--- config.mk ---
export PLATFORM = sky130hd
export DESIGN_NAME = searchable_circular_fifo_core
export DESIGN_NICKNAME = d
export VERILOG_FILES = /design/src/sv/scf_pkg.sv /design/src/sv/scf_scan.sv /design/src/sv/searchable_circular_fifo_core.sv
export SDC_FILE = /design/constraint.sdc
export NUM_CORES = 1
export LEC_CHECK = 0
export ABC_AREA = 1
export BUFFER_PORTS_ARGS = -buffer_cell sky130_fd_sc_hd__buf_2
export CAP_MARGIN = 20
export CORE_MARGIN = 2
export CORE_UTILIZATION = 25
export CTS_CLUSTER_SIZE = 24
export DETAILED_ROUTE_END_ITERATION = 8
export SKIP_CTS_REPAIR_TIMING = 1
export SKIP_LAST_GASP = 1
export SLEW_MARGIN = 5
export SYNTH_ARGS = -nofsm -noshare
export SYNTH_HDL_FRONTEND = slang
export SYNTH_SLANG_ARGS = --single-unit
--- constraint.sdc ---
create_clock -name i_clk -period 7.92 [get_ports i_clk]
set_clock_uncertainty 0.2 [all_clocks]
set_input_delay 1.584 -clock i_clk [delete_from_list [all_inputs] [get_ports i_clk]]
set_output_delay 1.584 -clock i_clk [all_outputs]
set_load 0.02 [all_outputs]
--- src/sv/scf_pkg.sv ---
// ----------------------------------------------------------------------------
// Searchable circular FIFO package
// Request and response layouts, the stored record and command and status codes.
// ----------------------------------------------------------------------------
package scf_pkg;

    localparam int DEPTH_DEFAULT = 16;

    // Command codes carried in the cmd field of a request.
    localparam logic [1:0] CMD_PUSH   = 2'd0;
    localparam logic [1:0] CMD_POP    = 2'd1;
    localparam logic [1:0] CMD_LOOKUP = 2'd2;

    // Status codes carried in a response.
    localparam logic [1:0] ST_DONE  = 2'd0;
    localparam logic [1:0] ST_FULL  = 2'd1;
    localparam logic [1:0] ST_EMPTY = 2'd2;

    typedef struct packed {
        logic [1:0]  cmd;
        logic [31:0] user_key;
        logic [15:0] client_key;
        logic        logged_flag;
    } t_req;

    typedef struct packed {
        logic [1:0]  status;
        logic [31:0] popped_user;
        logic [15:0] popped_client;
        logic        popped_logged;
        logic        user_hit;
        logic [3:0]  hit_slot;
        logic        logged_hit;
        logic        client_hit;
        logic [4:0]  fill_count;
    } t_rsp;

    typedef struct packed {
        logic [31:0] user;
        logic [15:0] client;
        logic        logged;
    } t_entry;

    typedef struct packed {
        logic user_hit;
        logic logged_hit;
        logic client_hit;
    } t_hit_flags;

    typedef enum logic [1:0] {
        S_IDLE,
        S_POP,
        S_SCAN
    } t_state;

endpackage

--- src/sv/scf_scan.sv ---
// ----------------------------------------------------------------------------
// Lookup compare unit
// Compares one stored record per cycle, while enabled, with the search keys
// and accumulates the hit flags and the slot of the first user match.
// ----------------------------------------------------------------------------
module scf_scan #(
    parameter int PW = 4
) (
    input  logic                i_clk,
    input  logic                i_rst_n,
    input  logic                i_clear,
    input  logic                i_en,
    input  scf_pkg::t_entry     i_entry,
    input  logic [PW-1:0]       i_slot,
    input  logic [31:0]         i_user_key,
    input  logic [15:0]         i_client_key,
    output scf_pkg::t_hit_flags o_flags,
    output logic [PW-1:0]       o_slot
);
    import scf_pkg::*;

    t_hit_flags    r_flags, n_flags;
    logic [PW-1:0] r_slot, n_slot;
    logic          user_match;

    // The outputs include the record under compare in this cycle.
    always_comb begin
        user_match         = (i_entry.user == i_user_key);
        n_flags            = r_flags;
        n_slot             = r_slot;
        if (user_match && !r_flags.user_hit) begin
            n_flags.user_hit = 1'b1;
            n_slot           = i_slot;
        end
        if (user_match && i_entry.logged) begin
            n_flags.logged_hit = 1'b1;
        end
        if (i_entry.client == i_client_key) begin
            n_flags.client_hit = 1'b1;
        end
    end

    always_ff @(posedge i_clk) begin
        if (!i_rst_n || i_clear) begin
            r_flags <= '0;
            r_slot  <= '0;
        end else if (i_en) begin
            r_flags <= n_flags;
            r_slot  <= n_slot;
        end
    end

    assign o_flags = n_flags;
    assign o_slot  = n_slot;

endmodule

--- src/sv/searchable_circular_fifo_core.sv ---
// ----------------------------------------------------------------------------
// Searchable circular FIFO core
// A circular queue of user records with push, pop and a key lookup.
// ----------------------------------------------------------------------------
// A request is taken when start is high and busy is low; its response appears
// on o_rsp for exactly one cycle, marked by o_done, and must be captured then
// because the block cannot be held off. A push, a refused pop, a lookup on an
// empty queue and an unused command answer in the cycle after the request. A
// pop takes the oldest record from the registered read of the record store in
// S_POP and answers from it. A lookup scans in S_SCAN, where the record
// store has a single read port and one compare unit checks one stored
// record per cycle, oldest first. Busy is high while a pop or lookup runs.
// A push on a full queue or a pop on an empty queue reports its status and
// changes nothing. When a pop empties the queue both pointers go back to slot
// zero. The record store is not cleared at reset; only occupied slots are used.
// ----------------------------------------------------------------------------
module searchable_circular_fifo_core #(
    parameter int DEPTH = scf_pkg::DEPTH_DEFAULT
) (
    input  logic          i_clk,
    input  logic          i_rst_n,
    input  logic          start,
    output logic          busy,
    input  scf_pkg::t_req i_req,
    output logic          o_done,
    output scf_pkg::t_rsp o_rsp
);
    import scf_pkg::*;

    localparam int PW = (DEPTH > 1) ? $clog2(DEPTH) : 1;
    localparam int CW = $clog2(DEPTH + 1);
    localparam logic [CW-1:0] OCC_FULL = CW'(DEPTH);
    localparam logic [CW-1:0] OCC_ONE  = CW'(1);
    localparam logic [PW-1:0] LAST_SLOT = PW'(DEPTH - 1);

    // Control state.
    t_state        r_state, n_state;
    logic [PW-1:0] r_wr_ptr, n_wr_ptr;
    logic [PW-1:0] r_rd_ptr, n_rd_ptr;
    logic [CW-1:0] r_occ, n_occ;
    logic [PW-1:0] r_scan_ptr, n_scan_ptr;
    logic [CW-1:0] r_remain, n_remain;
    logic          r_done, n_done;

    // Request and response holding registers.
    t_req          r_req, n_req;
    t_rsp          r_rsp, n_rsp;

    // Record store with a single registered read port.
    t_entry        r_mem [DEPTH];
    t_entry        r_rd_data;
    logic [PW-1:0] r_rd_slot;
    logic [PW-1:0] rd_addr;
    logic          mem_we;
    t_entry        wr_entry;

    // Compare unit hookup.
    logic          scan_clear;
    logic          scan_en;
    t_hit_flags    scan_flags;
    logic [PW-1:0] scan_slot;

    function automatic logic [PW-1:0] next_slot(input logic [PW-1:0] p);
        return (p == LAST_SLOT) ? '0 : p + PW'(1);
    endfunction

    assign wr_entry = '{user: i_req.user_key, client: i_req.client_key,
                        logged: i_req.logged_flag};

    always_comb begin
        n_state    = r_state;
        n_wr_ptr   = r_wr_ptr;
        n_rd_ptr   = r_rd_ptr;
        n_occ      = r_occ;
        n_scan_ptr = r_scan_ptr;
        n_remain   = r_remain;
        n_req      = r_req;
        n_rsp      = r_rsp;
        n_done     = 1'b0;
        mem_we     = 1'b0;
        rd_addr    = r_rd_ptr;
        scan_clear = 1'b0;
        scan_en    = 1'b0;

        case (r_state)
            S_IDLE: begin
                if (start) begin
                    n_req = i_req;
                    n_rsp = '0;
                    n_rsp.fill_count = 5'(r_occ);
                    case (i_req.cmd)
                        CMD_PUSH: begin
                            n_done = 1'b1;
                            if (r_occ == OCC_FULL) begin
                                n_rsp.status = ST_FULL;
                            end else begin
                                mem_we           = 1'b1;
                                n_wr_ptr         = next_slot(r_wr_ptr);
                                n_occ            = r_occ + OCC_ONE;
                                n_rsp.fill_count = 5'(n_occ);
                            end
                        end
                        CMD_POP: begin
                            if (r_occ == '0) begin
                                n_done       = 1'b1;
                                n_rsp.status = ST_EMPTY;
                            end else begin
                                // The oldest record is read at this edge.
                                n_state = S_POP;
                            end
                        end
                        CMD_LOOKUP: begin
                            if (r_occ == '0) begin
                                n_done = 1'b1;
                            end else begin
                                // The oldest record is read at this edge; the
                                // scan pointer already looks one slot ahead.
                                scan_clear = 1'b1;
                                n_scan_ptr = next_slot(r_rd_ptr);
                                n_remain   = r_occ;
                                n_state    = S_SCAN;
                            end
                        end
                        default: begin
                            n_done = 1'b1;
                        end
                    endcase
                end
            end
            S_POP: begin
                n_done              = 1'b1;
                n_occ               = r_occ - OCC_ONE;
                n_rsp.popped_user   = r_rd_data.user;
                n_rsp.popped_client = r_rd_data.client;
                n_rsp.popped_logged = r_rd_data.logged;
                n_rsp.fill_count    = 5'(n_occ);
                if (r_occ == OCC_ONE) begin
                    n_rd_ptr = '0;
                    n_wr_ptr = '0;
                end else begin
                    n_rd_ptr = next_slot(r_rd_ptr);
                end
                n_state = S_IDLE;
            end
            S_SCAN: begin
                // One stored record is compared per cycle while the next one
                // is being read.
                scan_en    = 1'b1;
                rd_addr    = r_scan_ptr;
                n_scan_ptr = next_slot(r_scan_ptr);
                n_remain   = r_remain - OCC_ONE;
                if (r_remain == OCC_ONE) begin
                    n_done           = 1'b1;
                    n_rsp.user_hit   = scan_flags.user_hit;
                    n_rsp.hit_slot   = 4'(scan_slot);
                    n_rsp.logged_hit = scan_flags.logged_hit;
                    n_rsp.client_hit = scan_flags.client_hit;
                    n_state          = S_IDLE;
                end
            end
            default: begin
                n_state = S_IDLE;
            end
        endcase
    end

    always_ff @(posedge i_clk) begin
        if (!i_rst_n) begin
            r_state    <= S_IDLE;
            r_wr_ptr   <= '0;
            r_rd_ptr   <= '0;
            r_occ      <= '0;
            r_scan_ptr <= '0;
            r_remain   <= '0;
            r_done     <= 1'b0;
        end else begin
            r_state    <= n_state;
            r_wr_ptr   <= n_wr_ptr;
            r_rd_ptr   <= n_rd_ptr;
            r_occ      <= n_occ;
            r_scan_ptr <= n_scan_ptr;
            r_remain   <= n_remain;
            r_done     <= n_done;
        end
    end

    always_ff @(posedge i_clk) begin
        r_req <= n_req;
        r_rsp <= n_rsp;
    end

    // The store is written only by an accepted push and read every cycle at
    // the address chosen above; the slot tag follows the read data.
    always_ff @(posedge i_clk) begin
        if (mem_we) begin
            r_mem[r_wr_ptr] <= wr_entry;
        end
        r_rd_data <= r_mem[rd_addr];
        r_rd_slot <= rd_addr;
    end

    scf_scan #(
        .PW(PW)
    ) u_scan (
        .i_clk        (i_clk),
        .i_rst_n      (i_rst_n),
        .i_clear      (scan_clear),
        .i_en         (scan_en),
        .i_entry      (r_rd_data),
        .i_slot       (r_rd_slot),
        .i_user_key   (r_req.user_key),
        .i_client_key (r_req.client_key),
        .o_flags      (scan_flags),
        .o_slot       (scan_slot)
    );

    assign busy   = (r_state != S_IDLE);
    assign o_done = r_done;
    assign o_rsp  = r_rsp;

endmodule

* After elaboration in Yosys (flattened, before gate mapping)
Memories as Yosys holds them, arrays and structs flattened. A register that Yosys moved wholly into a read port is not among the register bits.
Cells that the tools add are included.
** Word-level totals
- Flip-flop bits (word level) :: 147
- Memories :: 1
- Input port bits :: 54
- Logic and storage cells :: 126
- RAM bits :: 784
- Output and inout bits :: 65
** Memory list
- r_mem :: words 16, width 49, read ports 1, clocked after memory_dff 1, write ports 1, RTL line searchable_circular_fifo_core.sv:50 : t_entry r_mem [DEPTH];
** Cells by class
- Muxes and demuxes :: 56
- Add/sub/neg operators :: 6
- Equal/unequal tests :: 22
- Reduce and logical (&&, ||, !) cells :: 18
** Operators with widths (number)
- $pmux W49 S2 :: 1
- $mux W61 :: 1
- $mux W4 :: 13
- $eq A32 B32 Y1 :: 1
- $mux W5 :: 6
- $pmux W5 S2 :: 3
- $mux W1 :: 19
- $eq A16 B16 Y1 :: 1
- $pmux W4 S2 :: 2
- $pmux W7 S2 :: 1
- $add A4 B1 Y4 const B :: 3
- $eq A4 B4 Y1 const B :: 3
- $pmux W2 S2 :: 3
- $eq A5 B1 Y1 const B :: 2
- $mux W2 :: 5
- $ne A2 B2 Y1 const B :: 5
- $reduce_and A5 Y1 :: 2
- $sub A5 B1 Y5 const B :: 2
- $mux W7 :: 1
- $ne A3 B3 Y1 const B :: 2
- $reduce_bool A2 Y1 :: 3
- $add A5 B1 Y5 const B :: 1
- $eq A5 B5 Y1 const B :: 1
- $logic_not A5 Y1 :: 1
- 13 further kinds :: 20

* Depth between registers and ports, before layout
Gate-level depths: netlist of the first run.
- Depth in word-level cells :: 7
- Mapped depth :: 13
- Depth with buffers taken out :: 11

* By module
Synthesis of the first run repeated with hierarchy kept, for this count alone.
** Second synthesis, totals
- Cells, all modules :: 3728
- Area, all modules :: 41846.4 µm²
** Modules (own cells, without submodules)
- searchable_circular_fifo_core :: seq. area each 28437.3 µm², cells each 3527, area each 40706.5 µm², instances 1
- scf_scan :: seq. area each 140.1 µm², cells each 201, area each 1139.8 µm², instances 1

* Worst setup path after synthesis of the first run
No wires, ideal clock.
- Path type :: input to register
- Start :: in i_req[49] (netlist name)
- End :: mem r_mem[3][0] (netlist name) (enable)
- Data arrival time :: 5.666 ns
- Cell stages on the path :: 6
- Slack :: 1.538 ns
- Data required time :: 7.204 ns
- Setup time :: 0.516 ns
- Path through :: inv_1 ha_1 nand2_1 nor2_1 inv_1 nor3_1
** Between the ends
- Cells in the longest elaborated chain, start to end :: 6
** Ends and longest elaborated chain
- start, declared :: RTL line searchable_circular_fifo_core.sv:24 : input scf_pkg::t_req i_req,
- $logic_not A2 Y1 :: RTL line searchable_circular_fifo_core.sv:91 : case (i_req.cmd)
- $mux W1 :: RTL line searchable_circular_fifo_core.sv:91
- $mux W1 :: RTL line searchable_circular_fifo_core.sv:87 : if (start) begin
- $mux W1 :: RTL line searchable_circular_fifo_core.sv:85 : case (r_state)
- $mux W1 :: RTL line searchable_circular_fifo_core.sv:195 : if (mem_we) begin
- $mux W1 (not written as such) :: RTL line searchable_circular_fifo_core.sv:196 : r_mem[r_wr_ptr] <= wr_entry;
- end, declared :: RTL line searchable_circular_fifo_core.sv:50
Every way passes these cells.

* Worst setup path in the final report of the first run
- Start :: reg r_state[1]
- End :: reg, netlist name r_rd_data[4]
** Between the ends
- Cells in the longest elaborated chain, start to end :: 2
** Ends and longest elaborated chain
- start, declared :: RTL line searchable_circular_fifo_core.sv:37 : t_state r_state, n_state;
- start signal, assigned :: RTL line searchable_circular_fifo_core.sv:177 : r_state <= n_state;
- $eq A2 B2 Y1 :: RTL line searchable_circular_fifo_core.sv:85
- $mux W4 :: RTL line searchable_circular_fifo_core.sv:85
Every way passes these cells.
A chain may end at the register's enable or synchronous reset.

==> flow_metrics.py, run 1 <==
metrics = {
    "outcome": {
        "status": "finished clean",
    },
    "layout": {
        "fill_cells": 15250,
        "final_layout_size_suffix_gt1_share_pct": 10.7,
        "final_cells": 5185,
        "area_delta_synth_final_pct": 15.6,
        "fin_nets": 3141,
    },
    "floorplan": {
        "die_h_um": 395,
        "dieWidth_um": 395,
        "io_pins": 119,
        "rows": 143,
        "start_util_pct": 25.2,
        "core_um2": 152000,
        "die-area_um2": 156000,
    },
    "synth": {
        "synth_xor_area_share_pct": 0.916,
        "synth_top_family_by_area": "compound AO/OA/AOI/OAI gates",
        "synthArstFlopShare_pct": 0,
        "syn_nets": 3060,
        "syn_avg_cell_area_um2": 12.8,
        "synth-compound-area-share_pct": 10.7,
        "yosysSeqAreaShare_pct": 74.8,
        "yosys.area_share.simple_pct": 9.76,
        "syn_area_um2": 38200,
        "synth_warnings": 0,
        "synth_most_common_cell": "edfxtp_1",
        "synth_area_leaders": "edfxtp_1, nor2_1, dfxtp_1",
        "synth_common_cells": "edfxtp_1, nor2_1, o21ai_0, o211ai_1, o21ai_1",
        "synth_mux_area_share_pct": 0,
        "synth_edf_count": 895,
        "syn_inst": 2991,
        "synth_ff_type": "edfxtp_1",
        "synth_top_cell_by_area": "edfxtp_1",
        "synth_adder_area_share_pct": 0.491,
        "synth_seq_cells": 980,
        "synth_top_area_share_pct": 70.3,
        "ys_types": 37,
    },
    "global_routing": {
        "grt_pass1_vias": 21836,
        "grtUsageTotal_pct": 12.4,
        "grt.met2_usage_pct": 19.2,
        "met3_usage_pct": 2.05,
        "grt_max_degree": 248,
        "gr-max-usage-layer": "met2",
        "grt_pass1_wl_mm": 147,
        "gr-total-overflow": 0,
        "antenna_found_initial": 24,
        "grt_use_met1_pct": 18.2,
    },
    "route": {
        "ant_nets": 0,
        "drtIter0Drc": 2527,
        "post_drt_wl_per_cell_um": 19.3,
        "vias_per_cell": 4.53,
        "drt-total-wl_mm": 100,
        "remaining_drc_errors": 0,
        "dr.pass1.iters": 7,
        "vias": 23484,
    },
    "timing": {
        "relSlewSlack_pct": 3.90,
        "min_period_ps": 4510,
        "period_share_pct": 57.0,
        "fin_tns_setup_ps": 0,
        "grt_setup_unrepaired": "no",
        "max_freq_ghz": 0.222,
        "slew_violations": 0,
        "hold_viol_final": 0,
        "max_slew.worst_pin.slew_ps": 1440,
        "holdWs_ps": 267,
        "finalSetupViolations": 0,
    },
    "worst_setup_path": {
        "critPathKind": "flip-flop to flip-flop",
        "startpoint_type": "flip-flop",
        "critical_path_arrival_ps": 4930,
        "end_kind": "flip-flop",
        "cp.required_ps": 8340,
        "critPathMaxFanout": 123,
    },
    "placed_design": {
        "dp_cells": 5003,
        "dp_hpwl_mm": 51.9,
        "gp_congestion": 0.743,
        "port_buffers": 118,
    },
    "clock_tree": {
        "clkSinkCount": 980,
        "clockBufferDepth": 3,
        "cts_buffers": 97,
        "htreeDepth": 3,
        "cts-root-buf": "clkbuf_16",
        "clock_latency_ps": 680,
        "cts_tree": "yes",
        "clk_pin_slew_ps": 60,
    },
    "job": {
        "drv_cap": 0,
    },
    "min_path": {
        "holdCritPathClass": "flip-flop to flip-flop",
    },
    "pwr": {
        "p_leak_nw": 14.4,
        "max-vdd-ir-drop_mv": 0.164,
        "powerDensity_nw_per_um2": 257,
    },
}
stage by stage:
step | area, µm² | total power, W | setup WS, ps | utilization (%)
final | 44200 | 0.0114 | 3410 | 29.1
after global routing | 44200 | 0.0118 | 3020 | 29.1
after CTS | 44200 | 0.0115 | 3470 | 29.1
after detailed placement | 41000 | 0.00693 | 2920 | 27.0
after global placement | 41000 | 0.00692 | 2910 | 27.0
after floorplan | 38200 | 0.00656 | 1540 | -
path summary, 6_finish.rpt:
kind / startpoint / slack, ps / cells past startpoint / endpoint
setup / recovery: r_state[1]$_SDFFE_PN0P_ / 3410 / 10 / r_rd_data[4]$_DFF_P_
hold / removal: u_scan.r_slot[0]$_SDFFE_PP0P_ / 270 / 2 / u_scan.r_slot[0]$_SDFFE_PP0P_
setup reg to reg: r_state[1]$_SDFFE_PN0P_ / 3410 / 10 / r_rd_data[4]$_DFF_P_
hold reg to reg: u_scan.r_slot[0]$_SDFFE_PP0P_ / 270 / 2 / u_scan.r_slot[0]$_SDFFE_PP0P_
placed cells by master, fill, tap and decap left out, types with 85 or more instances in the layout:
master	netlist	layout
o211ai_1	188	188
nor2_1	700	686
edfxtp_1	895	895
buf_2	84	118
nand2_1	152	152
o21ai_1	176	176
inv_1	112	110
o21ai_0	318	318
dfxtp_1	85	85
clkbuf_16	0	99
critical path: stages (launching register included):
cell      delay [ps]
dfxtp_1          430
inv_2             90
nor2_4           400
nand2_1          260
nand2_8          620
buf_4            840
buf_4            830
o21ai_0          210
o211ai_1         240
nand3_1           90
nand2_1          110
layout make-up:
type                            count  area [µm²]  share of cell area [%]
Antenna cell                        2        5.00                  0.0113
Clock buffer                      144        2810                    6.35
Clock inverter                     36         382                   0.864
Inverter                          117         454                    1.03
Multi-Input combinational cell   1722        8530                    19.3
Sequential cell                   980       28600                    64.7
Tap cell                         2030        2540                    5.75
Timing Repair Buffer              154         886                    2.01
state kept, by name (all words and copies together), names as in the netlist:
| signal | flops |
|---|---|
| r_mem | 784 |
| o_rsp | 63 |
| r_rd_data | 49 |
| r_req | 48 |
| r_occ | 5 |
| r_remain | 5 |
| r_rd_ptr | 4 |
| r_rd_slot | 4 |
| r_scan_ptr | 4 |
| r_wr_ptr | 4 |
| u_scan.r_slot | 4 |
| u_scan.r_flags | 3 |
| r_state | 2 |
| o_done | 1 |
report_power, final:
group / switching [W] / internal, W
registers: 0.0000821 / 0.00579
logic: 0.000685 / 0.000251
clock network: 0.00196 / 0.00260
total: 0.00273 / 0.00864
metal layers:
metal,vias up,wire (µm)
met5,-,117
li1,10908,-
met4,20,1890
met3,160,6800
met2,789,45600
met1,11607,45900
logic make-up after synthesis:
| family | after synthesis |
|---|---|
| simple gates | 946 |
| xor+xnor | 40 |
| flops | 980 |
| buf+inv | 289 |
| fa+ha+maj | 15 |
| compound gates | 721 |
Note: power is estimated with default switching activity, not from simulation.
==> inputs of run 2 (changes only) <==
Settings changed: ABC_AREA 1 to 0.
Clock period 7.92 ns to 3.78 ns, I/O delays scaled along.
==> flow_metrics.py, run 2 <==
metrics = {
    "pwr": {
        "comb_power_share_pct": 3.8,
        "p_sw_w": 0.00488,
        "swShare_pct": 21.6,
        "powerDensity_nw_per_um2": 480,
        "max-vdd-ir-drop_mv": 0.318,
        "p_int_w": 0.0177,
        "p_leak_nw": 15.4,
        "fin_total_pwr_w": 0.0226,
        "clkPwrFrac_pct": 42.8,
        "pwr-share-seq_pct": 53.4,
    },
    "synth": {
        "synth_area_leaders": "edfxtp_1, a211oi_1, dfxtp_1",
        "synth_most_common_cell": "edfxtp_1",
        "synth_top_cell_by_area": "edfxtp_1",
        "synth_warnings": 0,
        "synth_seq_cells": 980,
        "syn_area_um2": 39900,
        "synth_top_area_share_pct": 67.3,
        "syn_nets": 2770,
        "ys_types": 58,
        "synth_common_cells": "edfxtp_1, a211oi_1, inv_1, clkbuf_1, mux2i_1",
        "synth_edf_count": 895,
        "syn_inst": 2701,
        "synth_ff_type": "edfxtp_1",
        "synthArstFlopShare_pct": 0,
        "syn_avg_cell_area_um2": 14.8,
        "yosysSeqAreaShare_pct": 71.6,
    },
    "worst_setup_path": {
        "critical_path_arrival_ps": 3810,
        "critPathKind": "flip-flop to flip-flop",
        "critPathMaxFanout": 54,
        "reg2regPathDepth": 8,
        "startpoint_type": "flip-flop",
        "r2r_slack_ps": 400,
        "reg2reg_to": "r_rd_data[26]$_DFF_P_",
        "cp.required_ps": 4200,
        "rr_startpoint": "r_state[1]$_SDFFE_PN0P_",
        "end_kind": "flip-flop",
    },
    "job": {
        "drv_cap": 0,
    },
    "layout": {
        "area_delta_synth_final_pct": 17.7,
        "fill_cells": 15662,
        "largest_reg_flops": 784,
        "fin_nets": 2891,
        "final_cell_mix": "edfxtp_1, a211oi_1, inv_1",
        "final_core_util_pct": 29.6,
        "seqCellArea_um2": 28600,
        "final_layout_size_suffix_gt1_share_pct": 15.8,
        "largest_register": "r_mem",
        "multi_input_area_um2": 9410,
        "final_common_cell": "edfxtp_1",
    },
    "min_path": {
        "hold_depth": 2,
        "hold_end": "u_scan.r_slot[2]$_SDFFE_PP0P_",
        "holdCritPathClass": "flip-flop to flip-flop",
        "min_from": "r_rd_slot[2]$_DFF_P_",
    },
    "route": {
        "dr.pass1.iters": 5,
        "drt-total-wl_mm": 107,
        "remaining_drc_errors": 0,
        "vias_per_cell": 4.73,
        "ant_nets": 0,
        "post_drt_wl_per_cell_um": 21.5,
        "drtIter0Drc": 2149,
        "vias": 23571,
    },
    "clock_tree": {
        "clk_pin_slew_ps": 70,
        "clkSinkCount": 980,
        "cts_tree": "yes",
        "cts_buffers": 97,
        "clockBufferDepth": 3,
        "clock_latency_ps": 660,
        "htreeDepth": 3,
        "cts-root-buf": "clkbuf_16",
    },
    "global_routing": {
        "grt_max_degree": 158,
        "grtUsageTotal_pct": 12.8,
        "gr-total-overflow": 0,
        "grt_pass1_wl_mm": 158,
        "grt_pass1_vias": 23288,
        "antenna_found_initial": 21,
    },
    "placed_design": {
        "port_buffers": 118,
        "gp_congestion": 0.791,
        "dp_hpwl_mm": 60.6,
    },
    "timing": {
        "hold_viol_final": 0,
        "finalSetupViolations": 0,
        "max_freq_ghz": 0.296,
        "min_period_ps": 3380,
        "slew_violations": 0,
        "holdWs_ps": 261,
        "period_share_pct": 89.5,
        "relSlewSlack_pct": 31.4,
        "grt_setup_unrepaired": "no",
        "max_slew.worst_pin.slew_ps": 1000,
    },
    "floorplan": {
        "core_um2": 159000,
        "dieWidth_um": 404,
        "die-area_um2": 163000,
        "rows": 146,
        "io_pins": 119,
        "start_util_pct": 25.2,
        "die_h_um": 404,
    },
    "outcome": {
        "status": "finished clean",
    },
}
-- run 2: cell types whose count changed in the layout (fill, tap and decap cells not counted), sizes merged, moves of 49 or more --
cell / before / now
o211ai: 188 / 6
a211oi: 3 / 588
o21ai: 494 / 18
inv: 117 / 316
buf: 154 / 231
mux2i: 0 / 105
and2: 0 / 53
mux2: 0 / 49
a2111oi: 0 / 98
nand3: 62 / 13
nor2: 704 / 30
nand2: 157 / 50
-- run 2: kinds of logic after synthesis --
family | synth area share [%]
adders and majority gates | 0.470
AOI/OAI and AO/OA | 14.8
buffers and inverters | 5.29
muxes | 4.02
DFF | 71.6
and+or+nand+nor | 2.72
xor gates and xnor gates | 1.14
-- run 2: worst max path at each step --
| stage | start | to | slack (ps) | cells past startpoint |
|---|---|---|---|---|
| 3_3_place_gp | r_state[1]$_SDFFE_PN0P_ | r_rd_data[26]$_DFF_P_ | 480 | 8 |
| 4_1_cts | r_state[1]$_SDFFE_PN0P_ | r_rd_data[5]$_DFF_P_ | 480 | 7 |
| 6_report | r_state[1]$_SDFFE_PN0P_ | r_rd_data[26]$_DFF_P_ | 400 | 8 |
| 5_1_grt | r_state[1]$_SDFFE_PN0P_ | r_rd_data[26]$_DFF_P_ | 280 | 8 |
| 3_5_place_dp | r_state[1]$_SDFFE_PN0P_ | r_rd_data[5]$_DFF_P_ | 530 | 7 |
| 2_1_floorplan | i_req[49] | r_mem[4][0]$_DFFE_PP_ | -670 | 7 |
-- run 2: area by class of cell --
| cell class | instances | area share [%] |
|---|---|---|
| Sequential cell | 980 | 60.8 |
| Multi-Input combinational cell | 1198 | 20.0 |
| Clock buffer | 128 | 5.70 |
| Tap cell | 2072 | 5.52 |
| Timing Repair Buffer | 231 | 4.37 |
| Inverter | 314 | 2.52 |
| Clock inverter | 53 | 1.06 |
| Antenna cell | 4 | 0.0213 |
-- run 2: critical path: stages (launching register included) --
cell and delay (ps):
dfxtp_1 530, buf_4 220, and3b_4 260, a21o_4 390, buf_12 340, mux2i_1 130
a2111oi_0 860, buf_4 240, mux2_2 140
-- run 2: power groups by stage --
stage,Combinational (W),Clock [W],Sequential [W]
after global routing,0.000938,0.0103,0.0121
final,0.000860,0.00967,0.0120
after global placement,0.000858,0,0.0123
after CTS,0.000872,0.00985,0.0121
after detailed placement,0.000869,0,0.0123
after floorplan,0.000368,0,0.0123
-- run 2: per-layer routing --
metal	vias up	wire [µm]	track usage (%)
li1	10772	-	-
met1	11885	47200	17.3
met2	706	49100	19.9
met3	186	7900	3.34
met4	22	2950	4.34
met5	-	137	0
-- run 2: metrics by stage --
stage	TNS, ps	setup WS, ps	instances	area [µm²]
6_report	0	397	4980	47000
4_1_cts	0	476	4976	47000
5_1_grt	0	283	4980	47000
3_5_place_dp	0	528	4795	43800
3_3_place_gp	0	480	4795	43800
2_1_floorplan	-481010	-668	2701	39900
